$ cat src/hw/rtl/hft_pkg.sv
// hft_pkg: shared types, constants and the arctangent table for the track heading core.
// No dependencies; every other file in hw/rtl uses it by scoped names.
`default_nettype none

package hft_pkg;

   localparam int IO_COORD_W = 32;   // coordinate field width on the request channel
   localparam int HEADING_W  = 16;   // heading field width on the response channel
   localparam int ACC_W      = 36;   // angle accumulator, signed, 32 fraction bits
   localparam int ACC_FRAC   = 32;
   localparam int ATAN_IDX_W = 5;    // table holds 24 entries

   localparam logic signed [ACC_W-1:0] PI_ACC      = 36'sd13493037705;
   localparam logic signed [ACC_W-1:0] HALF_PI_ACC = 36'sd6746518852;

   typedef enum logic [2:0] {
      ST_IDLE,
      ST_PRE,
      ST_ITER,
      ST_ROUND,
      ST_FOLD,
      ST_EMIT_HEAD,
      ST_EMIT_LAST,
      ST_EMIT_LONE
   } hft_state_type;

   typedef enum logic [1:0] {
      SRC_FOLD,
      SRC_HEAD,
      SRC_ZERO
   } hft_src_type;

   typedef struct packed {
      logic        take;      // item accepted: store point, load segment deltas
      logic        pre;       // quarter-turn pre-rotation
      logic        iter;      // one micro-rotation
      logic        round;     // round accumulator to output scale
      logic        fold;      // fold into [-pi, pi], keep heading
      logic        out_load;  // load the output register
      hft_src_type out_src;
      logic        out_last;
   } hft_cmd_type;

   typedef struct packed {
      logic out_free;
   } hft_status_type;

   // atan(2^-i) with 32 fraction bits
   function automatic logic signed [ACC_W-1:0] atan_entry(input logic [ATAN_IDX_W-1:0] idx);
      logic signed [ACC_W-1:0] val;
      case (idx)
         5'd0:    val = 36'sd3373259426;
         5'd1:    val = 36'sd1991351318;
         5'd2:    val = 36'sd1052175346;
         5'd3:    val = 36'sd534100635;
         5'd4:    val = 36'sd268086748;
         5'd5:    val = 36'sd134174063;
         5'd6:    val = 36'sd67103403;
         5'd7:    val = 36'sd33553749;
         5'd8:    val = 36'sd16777131;
         5'd9:    val = 36'sd8388597;
         5'd10:   val = 36'sd4194303;
         5'd11:   val = 36'sd2097152;
         5'd12:   val = 36'sd1048576;
         5'd13:   val = 36'sd524288;
         5'd14:   val = 36'sd262144;
         5'd15:   val = 36'sd131072;
         5'd16:   val = 36'sd65536;
         5'd17:   val = 36'sd32768;
         5'd18:   val = 36'sd16384;
         5'd19:   val = 36'sd8192;
         5'd20:   val = 36'sd4096;
         5'd21:   val = 36'sd2048;
         5'd22:   val = 36'sd1024;
         5'd23:   val = 36'sd512;
         default: val = '0;
      endcase
      return val;
   endfunction

endpackage

`default_nettype wire

$ cat src/hw/rtl/hft_req_if.sv
// hft_req_if: request channel carrying one track point per item.
// Depends on hft_pkg for the coordinate width.
`default_nettype none

interface hft_req_if;
   logic                                   valid;
   logic                                   ready;
   logic signed [hft_pkg::IO_COORD_W-1:0]  x_pos;
   logic signed [hft_pkg::IO_COORD_W-1:0]  y_pos;
   logic                                   final_point;

   modport source (output valid, x_pos, y_pos, final_point, input ready);
   modport sink   (input valid, x_pos, y_pos, final_point, output ready);
endinterface

`default_nettype wire

$ cat src/hw/rtl/hft_rsp_if.sv
// hft_rsp_if: response channel carrying one heading per item.
// Depends on hft_pkg for the heading width.
`default_nettype none

interface hft_rsp_if;
   logic                                  valid;
   logic                                  ready;
   logic signed [hft_pkg::HEADING_W-1:0]  heading;
   logic                                  end_of_track;

   modport source (output valid, heading, end_of_track, input ready);
   modport sink   (input valid, heading, end_of_track, output ready);
endinterface

`default_nettype wire

$ cat src/hw/rtl/heading_from_track_points_core.sv
// heading_from_track_points_core: top level joining the sequencer and the datapath.
// Depends on hft_pkg, hft_req_if, hft_rsp_if, hft_ctrl and hft_datapath.
//
//   channel   direction  payload                          item
//   req_ch    in         x_pos, y_pos, final_point        one track point
//   rsp_ch    out        heading, end_of_track            one segment heading
//
// A point with a predecessor passes, after acceptance, through one pre-rotation, one reused
// micro-rotation per cycle for CORDIC_ITERATIONS steps, a rounding and a fold step; the fold
// loads the result, and a final point also emits its end-of-track item before the next is taken.
// A first point is only stored; a lone point moves to an emit state that loads a zero heading.
// Reset (synchronous) clears the sequencer, the track state and the output valid.
// The result sits in an output register; a full register holds the sequencer until taken.
`default_nettype none

module heading_from_track_points_core #(
   parameter int COORD_WIDTH       = 32,
   parameter int CORDIC_ITERATIONS = 16,
   parameter int ANGLE_FRAC_BITS   = 13
) (
   input wire logic  clock,
   input wire logic  reset,
   hft_req_if.sink   req_ch,
   hft_rsp_if.source rsp_ch
);

   localparam int IDX_W = $clog2(CORDIC_ITERATIONS);

   hft_pkg::hft_cmd_type    cmd;
   hft_pkg::hft_status_type status;
   logic [IDX_W-1:0]        idx;

   hft_ctrl #(
      .CORDIC_ITERATIONS (CORDIC_ITERATIONS),
      .IDX_W             (IDX_W)
   ) u_ctrl (
      .clock       (clock),
      .reset       (reset),
      .req_valid   (req_ch.valid),
      .final_point (req_ch.final_point),
      .req_ready   (req_ch.ready),
      .status      (status),
      .cmd         (cmd),
      .idx         (idx)
   );

   hft_datapath #(
      .COORD_WIDTH     (COORD_WIDTH),
      .ANGLE_FRAC_BITS (ANGLE_FRAC_BITS),
      .IDX_W           (IDX_W)
   ) u_datapath (
      .clock        (clock),
      .reset        (reset),
      .cmd          (cmd),
      .idx          (idx),
      .status       (status),
      .x_pos        (req_ch.x_pos),
      .y_pos        (req_ch.y_pos),
      .rsp_ready    (rsp_ch.ready),
      .rsp_valid    (rsp_ch.valid),
      .heading      (rsp_ch.heading),
      .end_of_track (rsp_ch.end_of_track)
   );

   // a pending result is never overwritten
   a_load_free: assert property (@(posedge clock) disable iff (reset)
      cmd.out_load |-> status.out_free)
      else $error("output register loaded while an item is still pending");

   a_one_step: assert property (@(posedge clock) disable iff (reset)
      $onehot0({cmd.take, cmd.pre, cmd.iter, cmd.round, cmd.fold}))
      else $error("more than one datapath step commanded");

   a_pre_iter: assert property (@(posedge clock) disable iff (reset)
      cmd.pre |=> cmd.iter && (idx == '0))
      else $error("micro-rotations do not start at step zero after pre-rotation");

   a_round_fold: assert property (@(posedge clock) disable iff (reset)
      cmd.round |=> cmd.fold)
      else $error("fold does not follow rounding");

endmodule

`default_nettype wire

$ cat src/hw/rtl/hft_ctrl.sv
// hft_ctrl: sequencer for the heading core; track state, iteration count, output scheduling.
// Depends on hft_pkg (state, command and status types).
`default_nettype none

module hft_ctrl #(
   parameter int CORDIC_ITERATIONS = 16,
   parameter int IDX_W             = 4
) (
   input  wire logic                    clock,
   input  wire logic                    reset,
   input  wire logic                    req_valid,
   input  wire logic                    final_point,
   output      logic                    req_ready,
   input  wire hft_pkg::hft_status_type status,
   output      hft_pkg::hft_cmd_type    cmd,
   output      logic [IDX_W-1:0]        idx
);

   localparam logic [IDX_W-1:0] LAST_IDX = IDX_W'(CORDIC_ITERATIONS - 1);

   hft_pkg::hft_state_type state_ff, state_in;
   logic                   have_prev_ff, have_prev_in;
   logic                   fin_ff, fin_in;
   logic [IDX_W-1:0]       cnt_ff, cnt_in;

   // next state
   always_comb begin
      state_in = state_ff;
      case (state_ff)
         hft_pkg::ST_IDLE: begin
            if (req_valid) begin
               if (have_prev_ff) begin
                  state_in = hft_pkg::ST_PRE;
               end else if (final_point) begin
                  state_in = hft_pkg::ST_EMIT_LONE;
               end
            end
         end
         hft_pkg::ST_PRE: begin
            state_in = hft_pkg::ST_ITER;
         end
         hft_pkg::ST_ITER: begin
            if (cnt_ff == LAST_IDX) begin
               state_in = hft_pkg::ST_ROUND;
            end
         end
         hft_pkg::ST_ROUND: begin
            state_in = hft_pkg::ST_FOLD;
         end
         hft_pkg::ST_FOLD: begin
            if (!status.out_free) begin
               state_in = hft_pkg::ST_EMIT_HEAD;
            end else if (fin_ff) begin
               state_in = hft_pkg::ST_EMIT_LAST;
            end else begin
               state_in = hft_pkg::ST_IDLE;
            end
         end
         hft_pkg::ST_EMIT_HEAD: begin
            if (status.out_free) begin
               state_in = fin_ff ? hft_pkg::ST_EMIT_LAST : hft_pkg::ST_IDLE;
            end
         end
         hft_pkg::ST_EMIT_LAST, hft_pkg::ST_EMIT_LONE: begin
            if (status.out_free) begin
               state_in = hft_pkg::ST_IDLE;
            end
         end
         default: begin
            state_in = hft_pkg::ST_IDLE;
         end
      endcase
   end

   // commands
   always_comb begin
      req_ready    = 1'b0;
      cmd          = '0;
      cmd.out_src  = hft_pkg::SRC_FOLD;
      case (state_ff)
         hft_pkg::ST_IDLE: begin
            req_ready = 1'b1;
            cmd.take  = req_valid;
         end
         hft_pkg::ST_PRE: begin
            cmd.pre = 1'b1;
         end
         hft_pkg::ST_ITER: begin
            cmd.iter = 1'b1;
         end
         hft_pkg::ST_ROUND: begin
            cmd.round = 1'b1;
         end
         hft_pkg::ST_FOLD: begin
            cmd.fold     = 1'b1;
            cmd.out_load = status.out_free;
            cmd.out_src  = hft_pkg::SRC_FOLD;
         end
         hft_pkg::ST_EMIT_HEAD: begin
            cmd.out_load = status.out_free;
            cmd.out_src  = hft_pkg::SRC_HEAD;
         end
         hft_pkg::ST_EMIT_LAST: begin
            cmd.out_load = status.out_free;
            cmd.out_src  = hft_pkg::SRC_HEAD;
            cmd.out_last = 1'b1;
         end
         hft_pkg::ST_EMIT_LONE: begin
            cmd.out_load = status.out_free;
            cmd.out_src  = hft_pkg::SRC_ZERO;
            cmd.out_last = 1'b1;
         end
         default: begin
            req_ready = 1'b0;
         end
      endcase
   end

   // track and counter registers
   always_comb begin
      have_prev_in = have_prev_ff;
      fin_in       = fin_ff;
      cnt_in       = cnt_ff;
      if (cmd.take) begin
         have_prev_in = !final_point;   // a final point closes the track
         fin_in       = final_point;
      end
      if (cmd.pre) begin
         cnt_in = '0;
      end else if (cmd.iter) begin
         cnt_in = cnt_ff + 1'b1;
      end
   end

   always_ff @(posedge clock) begin
      if (reset) begin
         state_ff     <= hft_pkg::ST_IDLE;
         have_prev_ff <= 1'b0;
         fin_ff       <= 1'b0;
         cnt_ff       <= '0;
      end else begin
         state_ff     <= state_in;
         have_prev_ff <= have_prev_in;
         fin_ff       <= fin_in;
         cnt_ff       <= cnt_in;
      end
   end

   assign idx = cnt_ff;

endmodule

`default_nettype wire

$ cat src/hw/rtl/hft_datapath.sv
// hft_datapath: previous point, segment deltas, shared CORDIC micro-rotation, rounding, fold
// and the output register. Depends on hft_pkg (types, constants, arctangent table).
`default_nettype none

module hft_datapath #(
   parameter int COORD_WIDTH     = 32,
   parameter int ANGLE_FRAC_BITS = 13,
   parameter int IDX_W           = 4
) (
   input  wire logic                                  clock,
   input  wire logic                                  reset,
   input  wire hft_pkg::hft_cmd_type                  cmd,
   input  wire logic [IDX_W-1:0]                      idx,
   output      hft_pkg::hft_status_type               status,
   input  wire logic signed [hft_pkg::IO_COORD_W-1:0] x_pos,
   input  wire logic signed [hft_pkg::IO_COORD_W-1:0] y_pos,
   input  wire logic                                  rsp_ready,
   output      logic                                  rsp_valid,
   output      logic signed [hft_pkg::HEADING_W-1:0]  heading,
   output      logic                                  end_of_track
);

   localparam int IO  = hft_pkg::IO_COORD_W;
   localparam int AW  = hft_pkg::ACC_W;
   localparam int HW  = hft_pkg::HEADING_W;
   localparam int AIW = hft_pkg::ATAN_IDX_W;
   localparam int XW  = COORD_WIDTH + 3;      // room for delta, gain and pre-rotation
   localparam int S   = hft_pkg::ACC_FRAC - ANGLE_FRAC_BITS;

   localparam logic signed [AW-1:0] RND    = {{(AW-1){1'b0}}, 1'b1} << (S - 1);
   localparam logic signed [AW-1:0] PI_OUT = (hft_pkg::PI_ACC + RND) >>> S;
   localparam logic signed [AW-1:0] TWO_PI = PI_OUT <<< 1;

   logic signed [COORD_WIDTH-1:0] cx, cy;
   logic signed [COORD_WIDTH-1:0] prev_x_ff, prev_x_in, prev_y_ff, prev_y_in;
   logic signed [XW-1:0]          x_ff, x_in, y_ff, y_in, xs, ys, dx, dy;
   logic signed [AW-1:0]          z_ff, z_in, hr_ff, hr_in, folded, atan;
   logic                          zero_ff, zero_in;
   logic signed [HW-1:0]          head_ff, head_in, fold_val;
   logic                          rsp_valid_ff, rsp_valid_in;
   logic signed [HW-1:0]          heading_ff, heading_in;
   logic                          eot_ff, eot_in;

   // coordinates of COORD_WIDTH bits taken from the 32-bit fields
   if (COORD_WIDTH <= IO) begin : g_narrow
      assign cx = x_pos[COORD_WIDTH-1:0];
      assign cy = y_pos[COORD_WIDTH-1:0];
   end else begin : g_wide
      assign cx = {{(COORD_WIDTH-IO){1'b0}}, x_pos};
      assign cy = {{(COORD_WIDTH-IO){1'b0}}, y_pos};
   end

   assign dx   = XW'(cx) - XW'(prev_x_ff);
   assign dy   = XW'(cy) - XW'(prev_y_ff);
   assign xs   = x_ff >>> idx;
   assign ys   = y_ff >>> idx;
   assign atan = hft_pkg::atan_entry(AIW'(idx));

   always_comb begin
      if (hr_ff > PI_OUT) begin
         folded = hr_ff - TWO_PI;
      end else if (hr_ff < -PI_OUT) begin
         folded = hr_ff + TWO_PI;
      end else begin
         folded = hr_ff;
      end
      fold_val = zero_ff ? '0 : folded[HW-1:0];
   end

   always_comb begin
      prev_x_in    = prev_x_ff;
      prev_y_in    = prev_y_ff;
      x_in         = x_ff;
      y_in         = y_ff;
      z_in         = z_ff;
      zero_in      = zero_ff;
      hr_in        = hr_ff;
      head_in      = head_ff;
      rsp_valid_in = rsp_valid_ff;
      heading_in   = heading_ff;
      eot_in       = eot_ff;

      if (cmd.take) begin
         prev_x_in = cx;
         prev_y_in = cy;
         x_in      = dx;
         y_in      = dy;
      end

      if (cmd.pre) begin
         zero_in = (x_ff == '0) && (y_ff == '0);
         z_in    = '0;
         if (x_ff[XW-1]) begin
            // left half plane: quarter turn into the right half
            if (!y_ff[XW-1]) begin
               x_in = y_ff;
               y_in = -x_ff;
               z_in = hft_pkg::HALF_PI_ACC;
            end else begin
               x_in = -y_ff;
               y_in = x_ff;
               z_in = -hft_pkg::HALF_PI_ACC;
            end
         end
      end

      if (cmd.iter) begin
         if (!y_ff[XW-1]) begin
            x_in = x_ff + ys;
            y_in = y_ff - xs;
            z_in = z_ff + atan;
         end else begin
            x_in = x_ff - ys;
            y_in = y_ff + xs;
            z_in = z_ff - atan;
         end
      end

      if (cmd.round) begin
         hr_in = (z_ff + RND) >>> S;
      end

      if (cmd.fold) begin
         head_in = fold_val;
      end

      if (cmd.out_load) begin
         rsp_valid_in = 1'b1;
         eot_in       = cmd.out_last;
         case (cmd.out_src)
            hft_pkg::SRC_FOLD: heading_in = fold_val;
            hft_pkg::SRC_HEAD: heading_in = head_ff;
            hft_pkg::SRC_ZERO: heading_in = '0;
            default:           heading_in = '0;
         endcase
      end else if (rsp_ready) begin
         rsp_valid_in = 1'b0;
      end
   end

   always_ff @(posedge clock) begin
      if (reset) begin
         rsp_valid_ff <= 1'b0;
      end else begin
         rsp_valid_ff <= rsp_valid_in;
      end
      prev_x_ff  <= prev_x_in;
      prev_y_ff  <= prev_y_in;
      x_ff       <= x_in;
      y_ff       <= y_in;
      z_ff       <= z_in;
      zero_ff    <= zero_in;
      hr_ff      <= hr_in;
      head_ff    <= head_in;
      heading_ff <= heading_in;
      eot_ff     <= eot_in;
   end

   assign status.out_free = !rsp_valid_ff || rsp_ready;
   assign rsp_valid       = rsp_valid_ff;
   assign heading         = heading_ff;
   assign end_of_track    = eot_ff;

endmodule

`default_nettype wire

$ cat src/flat_wrapper.sv
// flat-port wrapper written by rule: the top's interface ports become plain ports
module heading_from_track_points_core_flat 
#(
   parameter int COORD_WIDTH       = 32,
   parameter int CORDIC_ITERATIONS = 16,
   parameter int ANGLE_FRAC_BITS   = 13
)
  (clock, reset, req_ch_valid, req_ch_x_pos, req_ch_y_pos, req_ch_final_point, req_ch_ready, rsp_ch_valid, rsp_ch_heading, rsp_ch_end_of_track, rsp_ch_ready);
  hft_req_if req_ch_i ();
  hft_rsp_if rsp_ch_i ();
  input wire logic clock;
  input wire logic reset;
  input wire logic [$bits(req_ch_i.valid)-1:0] req_ch_valid;
  input wire logic [$bits(req_ch_i.x_pos)-1:0] req_ch_x_pos;
  input wire logic [$bits(req_ch_i.y_pos)-1:0] req_ch_y_pos;
  input wire logic [$bits(req_ch_i.final_point)-1:0] req_ch_final_point;
  output wire logic [$bits(req_ch_i.ready)-1:0] req_ch_ready;
  output wire logic [$bits(rsp_ch_i.valid)-1:0] rsp_ch_valid;
  output wire logic [$bits(rsp_ch_i.heading)-1:0] rsp_ch_heading;
  output wire logic [$bits(rsp_ch_i.end_of_track)-1:0] rsp_ch_end_of_track;
  input wire logic [$bits(rsp_ch_i.ready)-1:0] rsp_ch_ready;
  assign req_ch_i.valid = req_ch_valid;
  assign req_ch_i.x_pos = req_ch_x_pos;
  assign req_ch_i.y_pos = req_ch_y_pos;
  assign req_ch_i.final_point = req_ch_final_point;
  assign req_ch_ready = req_ch_i.ready;
  assign rsp_ch_valid = rsp_ch_i.valid;
  assign rsp_ch_heading = rsp_ch_i.heading;
  assign rsp_ch_end_of_track = rsp_ch_i.end_of_track;
  assign rsp_ch_i.ready = rsp_ch_ready;
  heading_from_track_points_core #(.COORD_WIDTH(COORD_WIDTH), .CORDIC_ITERATIONS(CORDIC_ITERATIONS), .ANGLE_FRAC_BITS(ANGLE_FRAC_BITS)) u_core (.clock(clock), .reset(reset), .req_ch(req_ch_i), .rsp_ch(rsp_ch_i));
endmodule
$ cat config.mk
export PLATFORM = sky130hd
export DESIGN_NAME = heading_from_track_points_core_flat
export DESIGN_NICKNAME = d
export VERILOG_FILES = /design/src/hw/rtl/hft_pkg.sv /design/src/hw/rtl/hft_req_if.sv /design/src/hw/rtl/hft_rsp_if.sv /design/src/hw/rtl/heading_from_track_points_core.sv /design/src/hw/rtl/hft_ctrl.sv /design/src/hw/rtl/hft_datapath.sv /design/src/flat_wrapper.sv
export SDC_FILE = /design/constraint.sdc
export NUM_CORES = 1
export LEC_CHECK = 0
export BUFFER_PORTS_ARGS = -buffer_cell sky130_fd_sc_hd__buf_2
export CELL_PAD_IN_SITES_DETAIL_PLACEMENT = 1
export CELL_PAD_IN_SITES_GLOBAL_PLACEMENT = 2
export CORE_UTILIZATION = 40
export DETAILED_ROUTE_END_ITERATION = 7
export PLACE_DENSITY = 0.86
export SKIP_CTS_REPAIR_TIMING = 1
export SLEW_MARGIN = 20
export SYNTH_ARGS = -nofsm -noshare
export SYNTH_HDL_FRONTEND = slang
export SYNTH_SLANG_ARGS = --single-unit
$ cat constraint.sdc
create_clock -name clock -period 18.2 [get_ports clock]
set_input_delay 0.91 -clock clock [delete_from_list [all_inputs] [get_ports clock]]
set_output_delay 0.91 -clock clock [all_outputs]
set_load 0.02 [all_outputs]
==> results_dict.tcl <==
set metrics [dict create \
    outcome "completed" \
    clock_latency_ns 0.59 \
    period_share_pct 36.4 \
    worstSetupPathType "flip-flop to flip-flop" \
    die_height_um 258 \
    synthArstFlopShare_pct 0 \
    cap_viol_max_count 0 \
    synth_nets 3414 \
    fmax_mhz 151 \
    syn_area_sq_mm 0.0262 \
    crit_path_start_kind "flip-flop" \
    clock-sinks 262 \
    grt.overflow.total 0 \
    port_buffers 87 \
    ys.flop_type "edfxtp_1" \
    crit_required_ns 18.65 \
    rows 93 \
    final_layout_size_suffix_gt1_share_pct 9.47 \
    timing.final.crit_period_ns 6.62 \
    synth-edff-count 151 \
    root_buffer "clkbuf_16" \
    yosys_register_bits 262 \
    numCtsBuffers 37 \
    fin_worst_skew_ns 0.0301 \
    drtPass1Iterations 5 \
    grt_pass1_vias 25480 \
    relSlewSlack_pct 31.3 \
    grt_usage_pct 26.3 \
    crit_fanout 47 \
    yosysWarningCount 0 \
    setup-tns-final_ns 0 \
    antenna_found_initial 0 \
    drt_iter0_markers 1436 \
    crit_path_end_kind "flip-flop" \
    gp_congestion 0.905 \
    vias_per_cell 6.09 \
    drt-wirelength-per-cell_um 22.2 \
    final_antenna_net_count 0 \
    io_pins 88 \
    design.die.area_sq_mm 0.0666 \
    start_util_pct 40.6 \
    post-dp-hpwl_um 65800 \
    cts_tree "built" \
    coreArea_sq_mm 0.0646 \
    antenna_cells 0 \
    grt_pass1_wl_um 141000 \
    finalMaxSlewViolations 0 \
    path_clk_slew_ns 0.06 \
    clock_path_buffers 3 \
    wl_um 89000 \
    synth.yosys.seq_area_share_pct 25.8 \
    mostFrequentLayoutCells "a21oi_1 (282), nand2_1 (267), o21ai_0 (238)" \
    crit_arrival_ns 7.07 \
    synthCells 3156 \
    final_nets 3378 \
    rsz0062_at_grt "false" \
    area_growth_pct 8.33 \
    cts_htree_levels 2 \
    grt_max_degree 79 \
    vias 24383 \
    final_common_cell "a21oi_1" \
    setup_violations 0 \
    route.detailed.drc 0 \
    avgSynthCellArea_sq_um 8.31 \
    hold_path.class "flip-flop to flip-flop" \
    hold_viol_final 0 \
    ys_types 85 \
    die_w_um 258 \
    worst_pin_slew_ns 1.03 \
]
-- worst paths after layout --
path                                      startpoint                          to  slack [ns]  cells past startpoint
worst max register to register  u_core.u_ctrl.idx[1]  u_core.u_datapath.x_ff[33]       11.58                     19
worst min-delay path            u_core.u_ctrl.fin_ff        u_core.u_ctrl.fin_ff        0.46                      2
worst max-delay path            u_core.u_ctrl.idx[1]  u_core.u_datapath.x_ff[33]       11.58                     19
worst min register to register  u_core.u_ctrl.fin_ff        u_core.u_ctrl.fin_ff        0.46                      2
-- synthesized netlist by cell type (all sizes together), types with 11 or more instances --
cell	instances	area, sq um
inv	148	556
mux2i	68	681
ha	184	2300
xnor2	175	1530
a221oi	14	123
nand3	61	310
and2	22	138
nand2b	40	250
o211ai	59	443
o21ai	240	1200
and3	42	263
o221ai	11	96.3
a211oi	46	350
or3	23	144
dfxtp	111	2220
a31oi	50	313
nand4	15	93.8
edfxtp	151	4530
mux4	59	1350
a22o	17	149
o31ai	30	230
a21o	83	623
nor4	20	125
a211o	14	123
nor3	58	295
nor2b	35	219
buf	51	251
nor2	233	875
nand2	269	1010
mux2	28	315
or2	13	81.3
clkbuf	140	531
o21bai	19	143
xor2	137	1200
a21oi	282	1410
o22ai	37	231
o21a	36	270
-- per-stage QoR --
stage                     hold slack [ns]  worst slack (ns)  utilization [%]  cell area, sq um  cells
after floorplan                     0.431             12.34                -             26200   3156
after global placement              0.450             11.82             42.2             27200   3936
after detailed placement            0.450             11.60             42.2             27200   3936
after CTS                           0.459             11.55             44.0             28400   4003
after global routing                0.485             11.05             44.0             28400   4003
final                               0.456             11.58             44.0             28400   4003
-- sequential cells by signal (all words and copies together) (netlist names), 17 cells and up --
register and cells:
u_core.u_datapath.atan 31, u_core.u_datapath.prev_y_ff 32, u_core.u_datapath.hr_ff 17, u_core.u_datapath.x_ff 35, u_core.u_datapath.y_ff 35, u_core.u_datapath.prev_x_ff 32, u_core.u_datapath.z_ff 36
-- critical path: stages, from the launching register on --
cell,delay (ns)
dfxtp_4,0.73
buf_4,0.69
mux4_2,0.65
a21oi_1,0.23
nand2_1,0.13
o32a_1,0.34
or2_2,0.34
nor2_1,0.22
a21oi_1,0.11
xor2_1,0.19
ha_1,0.40
and4_1,0.26
and3_1,0.19
a21boi_0,0.34
o21ai_0,0.22
o21ai_0,0.62
a41oi_1,0.26
o21ai_0,0.28
and4_1,0.22
nor3_1,0.05
-- cell families (layout without fill, tap and decap cells) --
group           Yosys count  in the layout  share of synthesized area (%)
compound gates         1026           1026                           24.7
simple gates            871            871                           15.9
buf+inv                 340            332                           5.11
xor+xnor                313            313                           10.5
flops                   262            262                           25.8
fa+ha+maj               189            189                           9.16
mux                     155            155                           8.93
-- area by class of cell --
| cell class | instances | area [sq um] |
|---|---|---|
| Multi-Input combinational cell | 2554 | 18200 |
| Fill cell | 7659 | 36200 |
| Sequential cell | 262 | 6770 |
| Clock inverter | 14 | 149 |
| Timing Repair Buffer | 116 | 653 |
| Inverter | 149 | 562 |
| Clock buffer | 53 | 1030 |
| Tap cell | 855 | 1070 |
-- per-layer routing --
metal / wire, um / vias up / global-route usage (%)
li1: - / 11568 / -
met1: 38900 / 12078 / 33.2
met2: 43100 / 592 / 46.1
met3: 3920 / 145 / 3.14
met4: 3010 / 0 / 9.43
met5: 0 / - / 0
Power is not shown: default switching activity piles up to over one toggle a cycle in this logic, so the estimate is an artifact.
